File: src/sv/smf_pkg.sv
// Shared constants, payload types and lane control type of the sliding median filter.
`default_nettype none

package smf_pkg;

	localparam int WINDOW_DEPTH = 8;
	localparam int SAMPLE_BITS  = 12;
	localparam int LEVEL_BITS   = 8;
	localparam int IDX_W        = $clog2(WINDOW_DEPTH);
	localparam int CNT_W        = $clog2(WINDOW_DEPTH + 1);
	localparam int MID          = WINDOW_DEPTH / 2;

	typedef struct packed {
		logic [SAMPLE_BITS-1:0] throttle_sample;
		logic [SAMPLE_BITS-1:0] steering_sample;
	} in_t;

	typedef struct packed {
		logic [LEVEL_BITS-1:0] throttle_level;
		logic [LEVEL_BITS-1:0] steering_level;
	} out_t;

	typedef struct packed {
		logic             wr_en;
		logic             rank_en;
		logic [IDX_W-1:0] pos;
		logic [IDX_W-1:0] idx;
	} lane_ctrl_t;

endpackage

`default_nettype wire

File: src/sv/smf_lane.sv
// One channel's sample window and its sequential rank search for the upper median.
`default_nettype none

module smf_lane (
	input  wire logic                             clk,
	input  wire logic                             arst_n,
	input  wire smf_pkg::lane_ctrl_t              ctrl,
	input  wire logic [smf_pkg::SAMPLE_BITS-1:0]  wr_data,
	output logic      [smf_pkg::SAMPLE_BITS-1:0]  median
);

	logic [smf_pkg::SAMPLE_BITS-1:0] window_q [smf_pkg::WINDOW_DEPTH];
	logic [smf_pkg::SAMPLE_BITS-1:0] median_q;
	logic [smf_pkg::SAMPLE_BITS-1:0] cand;
	logic [smf_pkg::CNT_W-1:0]       less_cnt;
	logic [smf_pkg::CNT_W-1:0]       eq_cnt;
	logic                            hit;

	always_ff @(posedge clk or negedge arst_n) begin
		if (!arst_n) begin
			for (int i = 0; i < smf_pkg::WINDOW_DEPTH; i++) begin
				window_q[i] <= '0;
			end
		end else if (ctrl.wr_en) begin
			window_q[ctrl.pos] <= wr_data;
		end
	end

	always_comb begin
		cand     = window_q[ctrl.idx];
		less_cnt = '0;
		eq_cnt   = '0;
		for (int i = 0; i < smf_pkg::WINDOW_DEPTH; i++) begin
			less_cnt = less_cnt + smf_pkg::CNT_W'(window_q[i] < cand);
			eq_cnt   = eq_cnt + smf_pkg::CNT_W'(window_q[i] == cand);
		end
		hit = (less_cnt <= smf_pkg::CNT_W'(smf_pkg::MID)) &&
			(smf_pkg::CNT_W'(smf_pkg::MID) < (less_cnt + eq_cnt));
	end

	always_ff @(posedge clk) begin
		if (ctrl.rank_en && hit) begin
			median_q <= cand;
		end
	end

	assign median = median_q;

endmodule

`default_nettype wire

File: src/sv/smf_merge.sv
// Merging stage: scales both lane medians to eight bits and holds the result transaction.
`default_nettype none

module smf_merge (
	input  wire logic                            clk,
	input  wire logic                            arst_n,
	input  wire logic                            load,
	input  wire logic [smf_pkg::SAMPLE_BITS-1:0] throttle_median,
	input  wire logic [smf_pkg::SAMPLE_BITS-1:0] steering_median,
	input  wire logic                            level_stall,
	output logic                                 level_valid,
	output smf_pkg::out_t                        level
);

	localparam int PROD_W = smf_pkg::SAMPLE_BITS + smf_pkg::LEVEL_BITS;

	function automatic logic [smf_pkg::LEVEL_BITS-1:0] scale(
		input logic [smf_pkg::SAMPLE_BITS-1:0] m
	);
		logic [PROD_W-1:0] prod;
		logic [PROD_W:0]   sum;
		prod = (PROD_W'(m) << smf_pkg::LEVEL_BITS) - PROD_W'(m);
		sum  = (PROD_W+1)'(prod) + (PROD_W+1)'(prod >> smf_pkg::SAMPLE_BITS) + (PROD_W+1)'(1);
		return smf_pkg::LEVEL_BITS'(sum >> smf_pkg::SAMPLE_BITS);
	endfunction

	logic          valid_q;
	smf_pkg::out_t level_q;

	always_ff @(posedge clk or negedge arst_n) begin
		if (!arst_n) begin
			valid_q <= 1'b0;
		end else if (load) begin
			valid_q <= 1'b1;
		end else if (!level_stall) begin
			valid_q <= 1'b0;
		end
	end

	always_ff @(posedge clk) begin
		if (load) begin
			level_q.throttle_level <= scale(throttle_median);
			level_q.steering_level <= scale(steering_median);
		end
	end

	assign level_valid = valid_q;
	assign level       = level_q;

endmodule

`default_nettype wire

File: src/sv/sliding_median_filter_core.sv
// Top level of the two-channel sliding median filter: control sequencer, lanes and merge.
//
//   Channel  Direction  Handshake                   Payload
//   sample   in         sample_valid / sample_stall  smf_pkg::in_t  (two 12-bit samples)
//   level    out        level_valid / level_stall    smf_pkg::out_t (two 8-bit levels)
//
// A sample transaction is a write, WINDOW_DEPTH ranking steps in each lane (one window entry
// is ranked per cycle) and a scale into the output register.
// A new sample is taken once the previous result is loaded, even while that result waits.
// Reset clears both windows, the write position and the sequencer.
// While the output register is full and stalled, a finished median waits in the merge state.
`default_nettype none

module sliding_median_filter_core (
	input  wire logic          clk,
	input  wire logic          arst_n,
	input  wire logic          sample_valid,
	output logic               sample_stall,
	input  wire smf_pkg::in_t  sample,
	output logic               level_valid,
	input  wire logic          level_stall,
	output smf_pkg::out_t      level
);

	typedef enum logic [2:0] {
		ST_IDLE  = 3'b001,
		ST_RANK  = 3'b010,
		ST_MERGE = 3'b100
	} state_t;

	state_t                         state_q;
	logic [smf_pkg::IDX_W-1:0]      pos_q;
	logic [smf_pkg::IDX_W-1:0]      idx_q;
	logic                           accept;
	logic                           last_idx;
	logic                           load;
	smf_pkg::lane_ctrl_t            ctrl;
	logic [smf_pkg::SAMPLE_BITS-1:0] throttle_median;
	logic [smf_pkg::SAMPLE_BITS-1:0] steering_median;

	assign sample_stall = (state_q != ST_IDLE);
	assign accept       = sample_valid && !sample_stall;
	assign last_idx     = (idx_q == smf_pkg::IDX_W'(smf_pkg::WINDOW_DEPTH - 1));
	assign load         = (state_q == ST_MERGE) && (!level_valid || !level_stall);

	always_ff @(posedge clk or negedge arst_n) begin
		if (!arst_n) begin
			state_q <= ST_IDLE;
			pos_q   <= '0;
			idx_q   <= '0;
		end else begin
			unique case (state_q)
				ST_IDLE: begin
					if (accept) begin
						state_q <= ST_RANK;
						idx_q   <= '0;
						pos_q   <= (pos_q == smf_pkg::IDX_W'(smf_pkg::WINDOW_DEPTH - 1)) ?
							'0 : pos_q + smf_pkg::IDX_W'(1);
					end
				end
				ST_RANK: begin
					idx_q <= idx_q + smf_pkg::IDX_W'(1);
					if (last_idx) begin
						state_q <= ST_MERGE;
					end
				end
				ST_MERGE: begin
					if (load) begin
						state_q <= ST_IDLE;
					end
				end
				default: begin
					state_q <= ST_IDLE;
				end
			endcase
		end
	end

	always_comb begin
		ctrl.wr_en   = accept;
		ctrl.rank_en = (state_q == ST_RANK);
		ctrl.pos     = pos_q;
		ctrl.idx     = idx_q;
	end

	smf_lane u_throttle (
		.clk     (clk),
		.arst_n  (arst_n),
		.ctrl    (ctrl),
		.wr_data (sample.throttle_sample),
		.median  (throttle_median)
	);

	smf_lane u_steering (
		.clk     (clk),
		.arst_n  (arst_n),
		.ctrl    (ctrl),
		.wr_data (sample.steering_sample),
		.median  (steering_median)
	);

	smf_merge u_merge (
		.clk             (clk),
		.arst_n          (arst_n),
		.load            (load),
		.throttle_median (throttle_median),
		.steering_median (steering_median),
		.level_stall     (level_stall),
		.level_valid     (level_valid),
		.level           (level)
	);

`ifndef SYNTH
	a_state_onehot: assert property (@(posedge clk) disable iff (!arst_n)
		$onehot(state_q))
		else $error("sequencer state is not one-hot");

	a_rank_start: assert property (@(posedge clk) disable iff (!arst_n)
		accept |=> (state_q == ST_RANK) && (idx_q == '0))
		else $error("ranking did not start from the first entry");

	a_load_after_rank: assert property (@(posedge clk) disable iff (!arst_n)
		$rose(level_valid) |-> $past(state_q == ST_MERGE))
		else $error("result appeared without a finished ranking pass");

	a_pos_range: assert property (@(posedge clk) disable iff (!arst_n)
		pos_q <= smf_pkg::IDX_W'(smf_pkg::WINDOW_DEPTH - 1))
		else $error("write position out of range");

	a_no_accept_busy: assert property (@(posedge clk) disable iff (!arst_n)
		(state_q == ST_RANK) |-> !accept)
		else $error("sample transaction taken while ranking");
`endif

endmodule

`default_nettype wire
File: config.mk
export PLATFORM = sky130hd
export DESIGN_NAME = sliding_median_filter_core
export DESIGN_NICKNAME = d
export VERILOG_FILES = /design/src/sv/smf_pkg.sv /design/src/sv/smf_lane.sv /design/src/sv/smf_merge.sv /design/src/sv/sliding_median_filter_core.sv
export SDC_FILE = /design/constraint.sdc
export NUM_CORES = 1
export LEC_CHECK = 0
export BUFFER_PORTS_ARGS = -buffer_cell sky130_fd_sc_hd__buf_2
export CAP_MARGIN = 20
export CORE_AREA = 3 3 189 191
export DETAILED_ROUTE_END_ITERATION = 10
export DIE_AREA = 0 0 192 194
export GPL_ROUTABILITY_DRIVEN = 0
export HOLD_SLACK_MARGIN = 0.05
export PLACE_DENSITY = 0.65
export SYNTH_ARGS = -nofsm -noshare
export SYNTH_HDL_FRONTEND = slang
export SYNTH_SLANG_ARGS = --single-unit
File: constraint.sdc
create_clock -name clk -period 16.2 [get_ports clk]
set_input_delay 3.24 -clock clk [delete_from_list [all_inputs] [get_ports clk]]
set_output_delay 3.24 -clock clk [all_outputs]
set_load 0.01 [all_outputs]
==> results of run 1 <==
==> tightest hold or removal path: stages, from the launching register on <==
cell and delay (ns):
dfrtp_1 0.38, nand2_1 0.06, nand2_1 0.04
==> synthesized netlist by cell type (9+ instances only) <==
cell type	n	share of area
dfrtp_1	201	0.30
xnor2_1	35	0.018
inv_1	90	0.020
clkbuf_1	22	0.0049
nand4_1	45	0.017
nand2b_1	13	0.0048
fa_1	16	0.019
a31oi_1	9	0.0033
nor2_1	50	0.011
mux2_2	187	0.12
ha_1	244	0.18
mux4_2	48	0.064
mux2i_1	23	0.014
o21ai_0	52	0.015
nor3_1	24	0.0071
a21oi_1	50	0.015
buf_2	13	0.0038
o21a_1	10	0.0044
nor4_1	9	0.0033
nand2_1	35	0.0078
edfxtp_1	40	0.071
nand3_1	20	0.0059
nor2b_1	13	0.0048
a21o_1	68	0.030
==> cell type report <==
class / count / area share
flip-flops and latches: 242 / 0.335
multi-input cells: 1046 / 0.545
clock buffers: 39 / 0.0413
repair buffers: 69 / 0.0222
inverters: 90 / 0.0181
clock inverters: 11 / 0.00751
well taps: 455 / 0.0305
==> state kept, by name (all words and copies together) (netlist names) <==
signal / count
state_q: 3
u_throttle.window_q: 96
u_steering.median: 12
u_merge.level: 16
pos_q: 3
u_merge.level_valid: 1
idx_q: 3
u_steering.window_q: 96
u_throttle.median: 12
==> routing by layer <==
metal	vias up	track usage	wire length [µm]
met3	60	0.0320	2190
met4	0	0.0472	776
met2	312	0.362	19200
met1	5929	0.344	20500
met5	-	0	0
li1	5490	-	-
==> layout by cell type, fill, tap and decap left out, drive strengths merged, types with 30 or more instances in the layout <==
master / netlist / final
ha: 244 / 244
dfrtp: 201 / 201
mux2: 187 / 187
inv: 90 / 93
a21o: 68 / 68
buf: 22 / 68
o21ai: 52 / 52
a21oi: 51 / 51
nor2: 50 / 50
mux4: 48 / 48
nand4: 46 / 46
edfxtp: 40 / 40
clkbuf: 22 / 40
nand2: 35 / 35
xnor2: 35 / 35
nor3: 30 / 30
==> how the worst max path moves through the flow <==
stage,startpoint,endpoint,slack (ns),cells past startpoint
after floorplan,idx_q[0],u_steering.median[0],7.69,23
after global placement,idx_q[0],u_steering.median[5],7.75,22
after detailed placement,idx_q[0],u_steering.median[6],7.58,22
after CTS,idx_q[0],u_steering.median[10],7.54,22
after global routing,idx_q[0],u_steering.median[3],7.06,22
final,idx_q[0],u_steering.median[5],7.56,22
==> through the flow <==
stage | instances | area [µm²]
floorplan | 1422 | 16900
global placement | 1902 | 17800
detailed placement | 1902 | 17800
CTS | 1952 | 18700
global route | 1952 | 18700
finish | 1952 | 18700
==> kinds of logic (layout without fill, tap and decap cells) <==
| kind of cell | after synthesis | in the layout | synth area share |
|---|---|---|---|
| xor gates and xnor gates | 44 | 44 | 0.0232 |
| and+or+nand+nor | 248 | 248 | 0.0832 |
| buffers and inverters | 134 | 209 | 0.0316 |
| adders and majority gates | 260 | 260 | 0.199 |
| muxes | 258 | 258 | 0.202 |
| DFF | 242 | 242 | 0.370 |
| AOI/OAI and AO/OA | 236 | 236 | 0.0915 |
==> metrics, run 1 <==
crit-path most repeated cell ha_1; cell family with most CP delay adder cells; die area ~0.037 mm²; GRT Residual Overflow 0; Least-Margin Pin Slew roughly 1.2 ns; vias in the first global route 11.9k; # diodes 0; worst hold margin slightly above 0.5 ns; CTS Hold Buffers Added 0; drc violations 0; Layout fillers approximately 2.9k; Final period util 0.533; Mean Syn Cell Area roughly 12 µm²; crit-path max FO 40; minimum clock period after layout between 8 and 9 ns; Worst EP required between 15 and 20 ns; final worst slack between 7 and 8 ns; Port Buffers 45; Vias about 12k; clock root buffer clkbuf_16; Critical Path End Type flip-flop; Core Box Area approximately 0.034 mm²; max-slew violations 0; skew final between 0.015 and 0.02 ns; startpoint types flip-flop; Die X-Extent 192 µm; R2R Path Start idx_q[0]; hold_sp u_merge.level_valid; io pins 46; latest clock arrival within the worst-skew pair between 0.5 and 0.6 ns; Synth Cell Area 0.0169 mm²; outcome complete, no violations; post-synthesis register bit count roughly 240; HP Class flip-flop to flip-flop; Synth Instances between 1k and 1.5k; largest net degree at the start of global routing a little under 80; RSZ-0062 raised after global routing false; crit path kind flip-flop to flip-flop; fin nets roughly 1.8k; area taken by flip-flops and latches about 0.0063 mm²; Multi-input gate area 0.0102 mm²; CTS resizes 0; Arr. time, crit path just under 9 ns; cells along the critical path buf_4 -> mux4_2 -> mux2i_1 -> ha_1 -> and3_1 -> a221o_1 -> a221oi_1 -> o21ai_0 -> fa_1 -> inv_1 -> fa_1 -> fa_1 -> fa_1 -> ha_1 -> ha_1 -> ha_1 -> ha_1 -> a21o_1 -> a21oi_1 -> xnor2_1 -> a221oi_1 -> buf_4; total track usage 0.231; f_max roughly 0.12 GHz; Setup WS pre-CTS around 7.6 ns; # rows between 60 and 70; Post-synth top flop dfrtp_1; first-pass GRT wire length slightly below 70000 µm; initial antenna violation count 0; # H-tree levels 1; sequential share of the synthesized area 0.370; die height about 190 µm; Area Overhead vs Synth 10.2%; CTS Buffer Depth 3; WHS Endpoint u_merge.level_valid; WP buf/inv 3; Fin. Hold Viols 0; setup TNS 0 ns; clk slew on worst S/H paths approximately 0.060 ns; Worst path max stage delay about 0.69 ns; Ys Warns 0; FF-to-FF End u_steering.median[5]; layout cell share with drive strength beyond 1 0.248; Starting Density 0.494; reg-to-reg slack, setup 7.56 ns; Hold Crit Depth 2; TritonCTS clock tree built; dpl hpwl 31000 µm; final core occ 0.544; DR iter-0 viols 820; DR pass1 iterations 5; R2R depth 22; asr flop ratio synth 0.835; antenna viol nets, final 0; Post-Route WL 42700 µm; DR vias/cell approximately 6.0; slowest cell on the critical path buf_4; Post-CTS Setup Bufs 0; Post-synth EDFFs 40; Num CTS Buffers 27; DR WL/cell ~22 µm; syn nets approximately 1.7k; max_cap viols 0; post-synth cell types 67; # clock sinks roughly 240; final setup vio count 0; Slew HR 0.226
Power of run 1 is not shown: default switching activity piles up to over one toggle a cycle in this logic, so the estimate is an artifact.
==> run 2, diff against run 1 <==
--- a/config.mk
+++ b/config.mk
@@ -12,7 +12,7 @@
 export DIE_AREA = 0 0 192 194
 export GPL_ROUTABILITY_DRIVEN = 0
 export HOLD_SLACK_MARGIN = 0.05
-export PLACE_DENSITY = 0.65
+export PLACE_DENSITY = 0.68
 export SYNTH_ARGS = -nofsm -noshare
 export SYNTH_HDL_FRONTEND = slang
 export SYNTH_SLANG_ARGS = --single-unit
==> constraint.sdc (replaced) <==
create_clock -name clk -period 7.2 [get_ports clk]
set_input_delay 1.44 -clock clk [delete_from_list [all_inputs] [get_ports clk]]
set_output_delay 1.44 -clock clk [all_outputs]
set_load 0.01 [all_outputs]
==> run 2 against run 1 <==
Compared with the run above: global-route usage grew 0.57 points; routed wire length grew 4.5%; sequential share of layout area shrank 1.7 points; critical endpoint is now u_steering.median[10].
==> metrics, run 2 (synthesized netlist as in run 1, its figures left out) <==
latest clock arrival within the worst-skew pair 0.56 ns (was 0.57 ns); clock root buffer clkbuf_16 (unchanged); initial antenna violation count 3 (was 0); largest net degree at the start of global routing 109 (was 77); WP buf/inv 3 (unchanged); placed cell area 0.0182 mm² (was 0.0178 mm²); Multi-input gate area 0.0105 mm² (was 0.0102 mm²); max-slew violations 0 (unchanged); Critical Path End Type flip-flop (unchanged); area taken by flip-flops and latches 0.00626 mm² (unchanged); Core Box Area 0.0343 mm² (unchanged); antenna viol nets, final 0 (unchanged); # clock sinks 242 (unchanged); DR iter-0 viols 777 (was 820); cell family with most CP delay adder cells (unchanged); Slew HR 0.279 (was 0.226); HP Class flip-flop to flip-flop (unchanged); vias in the first global route 12.1k (was 11.9k); die height 194 µm (unchanged); clk slew on worst S/H paths 0.06 ns (about the same); Final Cell Area 0.0197 mm² (was 0.0187 mm²); Die X-Extent 192 µm (unchanged); die area 0.0372 mm² (unchanged); minimum clock period after layout 7.01 ns (was 8.64 ns); DR vias/cell 6.00 (was 6.04); Area Overhead vs Synth 16.1% (was 10.2%); GRT Residual Overflow 0 (unchanged); crit-path max FO 7 (was 40); worst hold margin 0.508 ns (was 0.513 ns); DR pass1 iterations 5 (unchanged); layout cell share with drive strength beyond 1 0.307 (was 0.248); outcome complete, no violations (unchanged); # rows 68 (unchanged); Worst path max stage delay 0.56 ns (was 0.69 ns); commonest non-fill, non-tap cell in the layout ha_1 (unchanged); TritonCTS clock tree built (unchanged); final core occ 0.574 (was 0.544); Least-Margin Pin Slew 1.08 ns (was 1.16 ns); slowest cell on the critical path fa_1 (was buf_4); dpl hpwl 32500 µm (was 31000 µm); first-pass GRT wire length 69300 µm (was 68000 µm); most frequent cells in the layout ha_1 (237), dfrtp_1 (198), mux2_2 (187) (was ha_1 (244), dfrtp_1 (198), mux2_2 (187)); io pins 46 (unchanged); fin nets 1821 (was 1764); final setup vio count 0 (unchanged); Post-Route WL 44600 µm (was 42700 µm); Num CTS Buffers 26 (was 27); Layout fillers 2820 (was 2929); cells along the critical path buf_12 -> mux4_2 -> mux2i_4 -> ha_1 -> and3_4 -> a221o_1 -> a221oi_2 -> o21ai_1 -> fa_1 -> inv_1 -> fa_1 -> fa_2 -> fa_1 -> ha_4 -> ha_4 -> ha_4 -> ha_1 -> a21o_1 -> a21oi_2 -> xnor2_2 -> a221oi_4 -> clkbuf_16 (was buf_4 -> mux4_2 -> mux2i_1 -> ha_1 -> and3_1 -> a221o_1 -> a221oi_1 -> o21ai_0 -> fa_1 -> inv_1 -> fa_1 -> fa_1 -> fa_1 -> ha_1 -> ha_1 -> ha_1 -> ha_1 -> a21o_1 -> a21oi_1 -> xnor2_1 -> a221oi_1 -> buf_4); total track usage 0.237 (was 0.231); crit path kind flip-flop to flip-flop (unchanged); CTS Buffer Depth 3 (unchanged); Final period util 0.973 (was 0.533); DR WL/cell 22.2 µm (was 21.9 µm); skew final 0.0244 ns (was 0.0180 ns); startpoint types flip-flop (unchanged); Vias 12.1k (was 11.8k); drc violations 0 (unchanged); # H-tree levels 1 (unchanged); Starting Density 0.494 (unchanged); Port Buffers 45 (unchanged); max_cap viols 0 (unchanged); Fin. Hold Viols 0 (unchanged); Worst EP required 7.47 ns (was 16.46 ns); CTS Hold Buffers Added 0 (unchanged); Arr. time, crit path 7.27 ns (was 8.90 ns); f_max 0.143 GHz (was 0.116 GHz)
run 2: cell count changes in the layout (fill, tap and decap cells not counted), sizes merged:
cell / change
buf: +55
bufinv: +1
clkbuf: -4
clkinv: +5
diode: +2
inv: -1
run 2: layer usage:
layer | up-vias | global-route usage | part of all wire
met5 | - | 0 | 0.00045
met4 | 2 | 0.0648 | 0.029
met3 | 80 | 0.0412 | 0.059
met2 | 317 | 0.370 | 0.46
met1 | 6058 | 0.342 | 0.46
li1 | 5603 | - | -
run 2: worst register-to-register path: cells and delay by family, from the launching register on:
family	cells	cell delay, ns
fa+ha+maj	9	3.22
xor+xnor	1	0.11
simple gates	1	0.20
flops	1	0.52
buf+inv	3	0.46
compound gates	6	1.44
mux	2	0.79
run 2: area by class of cell:
| class | instances | share of cell area |
|---|---|---|
| Clock inverter | 16 | 0.0107 |
| Clock buffer | 32 | 0.0379 |
| Antenna cell | 2 | 0.000254 |
| Sequential cell | 242 | 0.318 |
| Inverter | 90 | 0.0172 |
| Multi-Input combinational cell | 1046 | 0.534 |
| Timing Repair Buffer | 127 | 0.0527 |
| Tap cell | 455 | 0.0289 |
run 2: worst paths after layout:
path                       slack, ns  cells past startpoint                 endpoint               startpoint
min in group asynchronous       0.96                      1  u_steering.window_q[78]                   arst_n
max reg2reg                     0.19                     22    u_steering.median[10]                 idx_q[0]
min reg2reg                     0.51                      1  u_throttle.window_q[72]  u_throttle.window_q[72]
max in group asynchronous       5.04                      2  u_steering.window_q[24]                   arst_n
max                             0.19                     22    u_steering.median[10]                 idx_q[0]
min                             0.51                      1  u_throttle.window_q[72]  u_throttle.window_q[72]
run 2: metrics by stage:
stage	cells	setup TNS, ns	setup slack, ns
2_1_floorplan	1422	-0.641	-0.0534
4_1_cts	1989	0	0.0156
3_5_place_dp	1941	-1.47	-0.123
5_1_grt	2010	-0.229	-0.0149
3_3_place_gp	1941	0	0.00793
6_report	2010	0	0.194
run 2: what timing repair did:
item                       CTS  global route
cloned                       0             3
setup buffers                0            15
resized for setup            5            41
pin swaps                    0            14
setup endpoints to repair   24            24
Power of run 2 is left out for the same reason.
==> run 3, diff against run 2 <==
--- a/config.mk
+++ b/config.mk
@@ -8,11 +8,13 @@
 export BUFFER_PORTS_ARGS = -buffer_cell sky130_fd_sc_hd__buf_2
 export CAP_MARGIN = 20
 export CORE_AREA = 3 3 189 191
+export CTS_CLUSTER_DIAMETER = 80
 export DETAILED_ROUTE_END_ITERATION = 10
 export DIE_AREA = 0 0 192 194
 export GPL_ROUTABILITY_DRIVEN = 0
 export HOLD_SLACK_MARGIN = 0.05
 export PLACE_DENSITY = 0.68
+export RECOVER_POWER = 100
 export SYNTH_ARGS = -nofsm -noshare
 export SYNTH_HDL_FRONTEND = slang
 export SYNTH_SLANG_ARGS = --single-unit
==> run 3 against run 2 <==
Compared with the run above: flip-flop and latch count stayed put; final area is 1.1% higher; worst hold slack better by 0.0020 ns; register-to-register slack worse by 0.04 ns; clock-buffer cell count is 1 higher.
==> metrics, run 3 (synthesized netlist as in run 1, its figures left out) <==
HP Class flip-flop to flip-flop (unchanged); critical path launch point idx_q[0] (unchanged); antenna viol nets, final 0 (unchanged); io pins 46 (unchanged); first-pass GRT wire length 69600 µm (was 69300 µm); startpoint types flip-flop (unchanged); # rows 68 (unchanged); most frequent cells in the layout ha_1 (232), dfrtp_1 (198), mux2_2 (187) (was ha_1 (237), dfrtp_1 (198), mux2_2 (187)); Fin. Hold Viols 0 (unchanged); CTS Hold Buffers Added 0 (unchanged); Port Buffers 45 (unchanged); vias in the first global route 12.2k (was 12.1k); total track usage 0.238 (was 0.237); Worst EP required 7.48 ns (was 7.47 ns); Setup WS pre-CTS -0.123 ns (unchanged); Vias 12.2k (was 12.1k); Arr. time, crit path 7.33 ns (was 7.27 ns); FF-to-FF End u_steering.median[10] (unchanged); slowest cell on the critical path fa_1 (unchanged); crit path kind flip-flop to flip-flop (unchanged); reg-to-reg slack, setup 0.16 ns (was 0.19 ns); initial antenna violation count 3 (unchanged); DR pass1 iterations 5 (unchanged); Num CTS Buffers 27 (was 26); Starting Density 0.494 (unchanged); final core occ 0.580 (was 0.574); dpl hpwl 32500 µm (unchanged); DR WL/cell 22.3 µm (was 22.2 µm); Least-Margin Pin Slew 1.14 ns (was 1.08 ns); Die X-Extent 192 µm (unchanged); max-slew violations 0 (unchanged); die height 194 µm (unchanged); commonest non-fill, non-tap cell in the layout ha_1 (unchanged); # placed instances 1941 (unchanged); outcome complete, no violations (unchanged); clock root buffer clkbuf_16 (unchanged); CP endpoint u_steering.median[10] (unchanged); cell family with most CP delay adder cells (unchanged); WP buf/inv 6 (was 3); CTS Buffer Depth 3 (unchanged); largest net degree at the start of global routing 109 (unchanged); max_cap viols 0 (unchanged); final worst slack 0.155 ns (was 0.194 ns); crit-path max FO 6 (was 7); Layout fillers 2788 (was 2820); Final period util 0.978 (was 0.973); die area 0.0372 mm² (unchanged); DR iter-0 viols 813 (was 777); R2R Path Start idx_q[0] (unchanged); Post-Route WL 45100 µm (was 44600 µm); layout cell share with drive strength beyond 1 0.314 (was 0.307); fin nets 1831 (was 1821); Slew HR 0.242 (was 0.279); R2R depth 26 (was 22); Area Overhead vs Synth 17.5% (was 16.1%); f_max 0.142 GHz (was 0.143 GHz); Critical Path End Type flip-flop (unchanged); TritonCTS clock tree built (unchanged); final setup vio count 0 (unchanged); Critical Path Stages 26 (was 22); latest clock arrival within the worst-skew pair 0.57 ns (was 0.56 ns); drc violations 0 (unchanged); minimum clock period after layout 7.04 ns (was 7.01 ns); GRT Residual Overflow 0 (unchanged); # H-tree levels 1 (unchanged); skew final 0.0217 ns (was 0.0244 ns); Finished Layout Cells 2021 (was 2010); clk slew on worst S/H paths 0.06 ns (about the same); Worst path max stage delay 0.61 ns (was 0.56 ns); setup TNS 0 ns (unchanged); # clock sinks 242 (unchanged); Core Box Area 0.0343 mm² (unchanged); DR vias/cell 6.04 (was 6.00)
run 3: cell count changes in the layout (fill, tap and decap cells not counted), moves of 2 or more:
cell and change:
clkbuf_1 +4, buf_12 +2, a21oi_2 +5, buf_6 +3
a21oi_1 -5, buf_4 +2, ha_4 +5, ha_1 -5
run 3: per-stage QoR:
stage,instance area (µm²),hold slack [ns]
4_1_cts,19200,0.513
5_1_grt,19900,0.534
2_1_floorplan,17100,0.479
3_5_place_dp,18200,0.499
6_report,19900,0.510
3_3_place_gp,18200,0.489
run 3: timing repair:
| item | in CTS | in global routing |
|---|---|---|
| buffers inserted | 0 | 24 |
| setup endpoints to repair | 24 | 24 |
| cloned | 0 | 3 |
| pin swaps | 0 | 26 |
| resized for setup | 5 | 61 |
run 3: metal layers:
layer,GRT usage,wire length (µm),up-vias
met2,0.370,20600,366
li1,-,-,5623
met5,0,13,-
met4,0.0758,1490,2
met1,0.339,20300,6132
met3,0.0419,2730,85
run 3: worst reg2reg max path, stage by stage, from the launching register on:
cell and delay [ns]:
dfrtp_4 0.51, buf_12 0.15, buf_12 0.13, mux4_2 0.44
mux2i_4 0.19, buf_12 0.15, buf_6 0.10, ha_1 0.23
nor2b_1 0.14, o21a_1 0.17, o21a_1 0.18, o21ai_1 0.12
o211ai_1 0.13, fa_1 0.56, inv_1 0.06, fa_1 0.45
fa_2 0.38, fa_1 0.61, ha_4 0.22, ha_4 0.24
ha_4 0.24, ha_1 0.29, a21o_1 0.19, a21oi_2 0.17
xnor2_2 0.10, a221oi_4 0.37, clkbuf_16 0.22
run 3: how the worst min path moves through the flow:
stage	cells past startpoint	start	end	slack, ns
final	1	u_throttle.window_q[72]	u_throttle.window_q[72]	0.51
after global routing	1	u_steering.window_q[72]	u_steering.window_q[72]	0.53
after CTS	1	u_throttle.window_q[72]	u_throttle.window_q[72]	0.51
after detailed placement	1	u_throttle.window_q[72]	u_throttle.window_q[72]	0.50
after global placement	1	u_steering.window_q[48]	u_steering.window_q[48]	0.49
after floorplan	1	u_steering.window_q[72]	u_steering.window_q[72]	0.48
run 3: layout make-up:
type | count | area, µm² | area share
flip-flops and latches | 242 | 6260 | 0.315
diodes | 2 | 5.00 | 0.000252
well taps | 455 | 569 | 0.0286
repair buffers | 136 | 1130 | 0.0569
inverters | 90 | 338 | 0.0170
clock inverters | 17 | 235 | 0.0118
multi-input cells | 1046 | 10600 | 0.532
clock buffers | 33 | 759 | 0.0382
Power of run 3 is left out for the same reason.
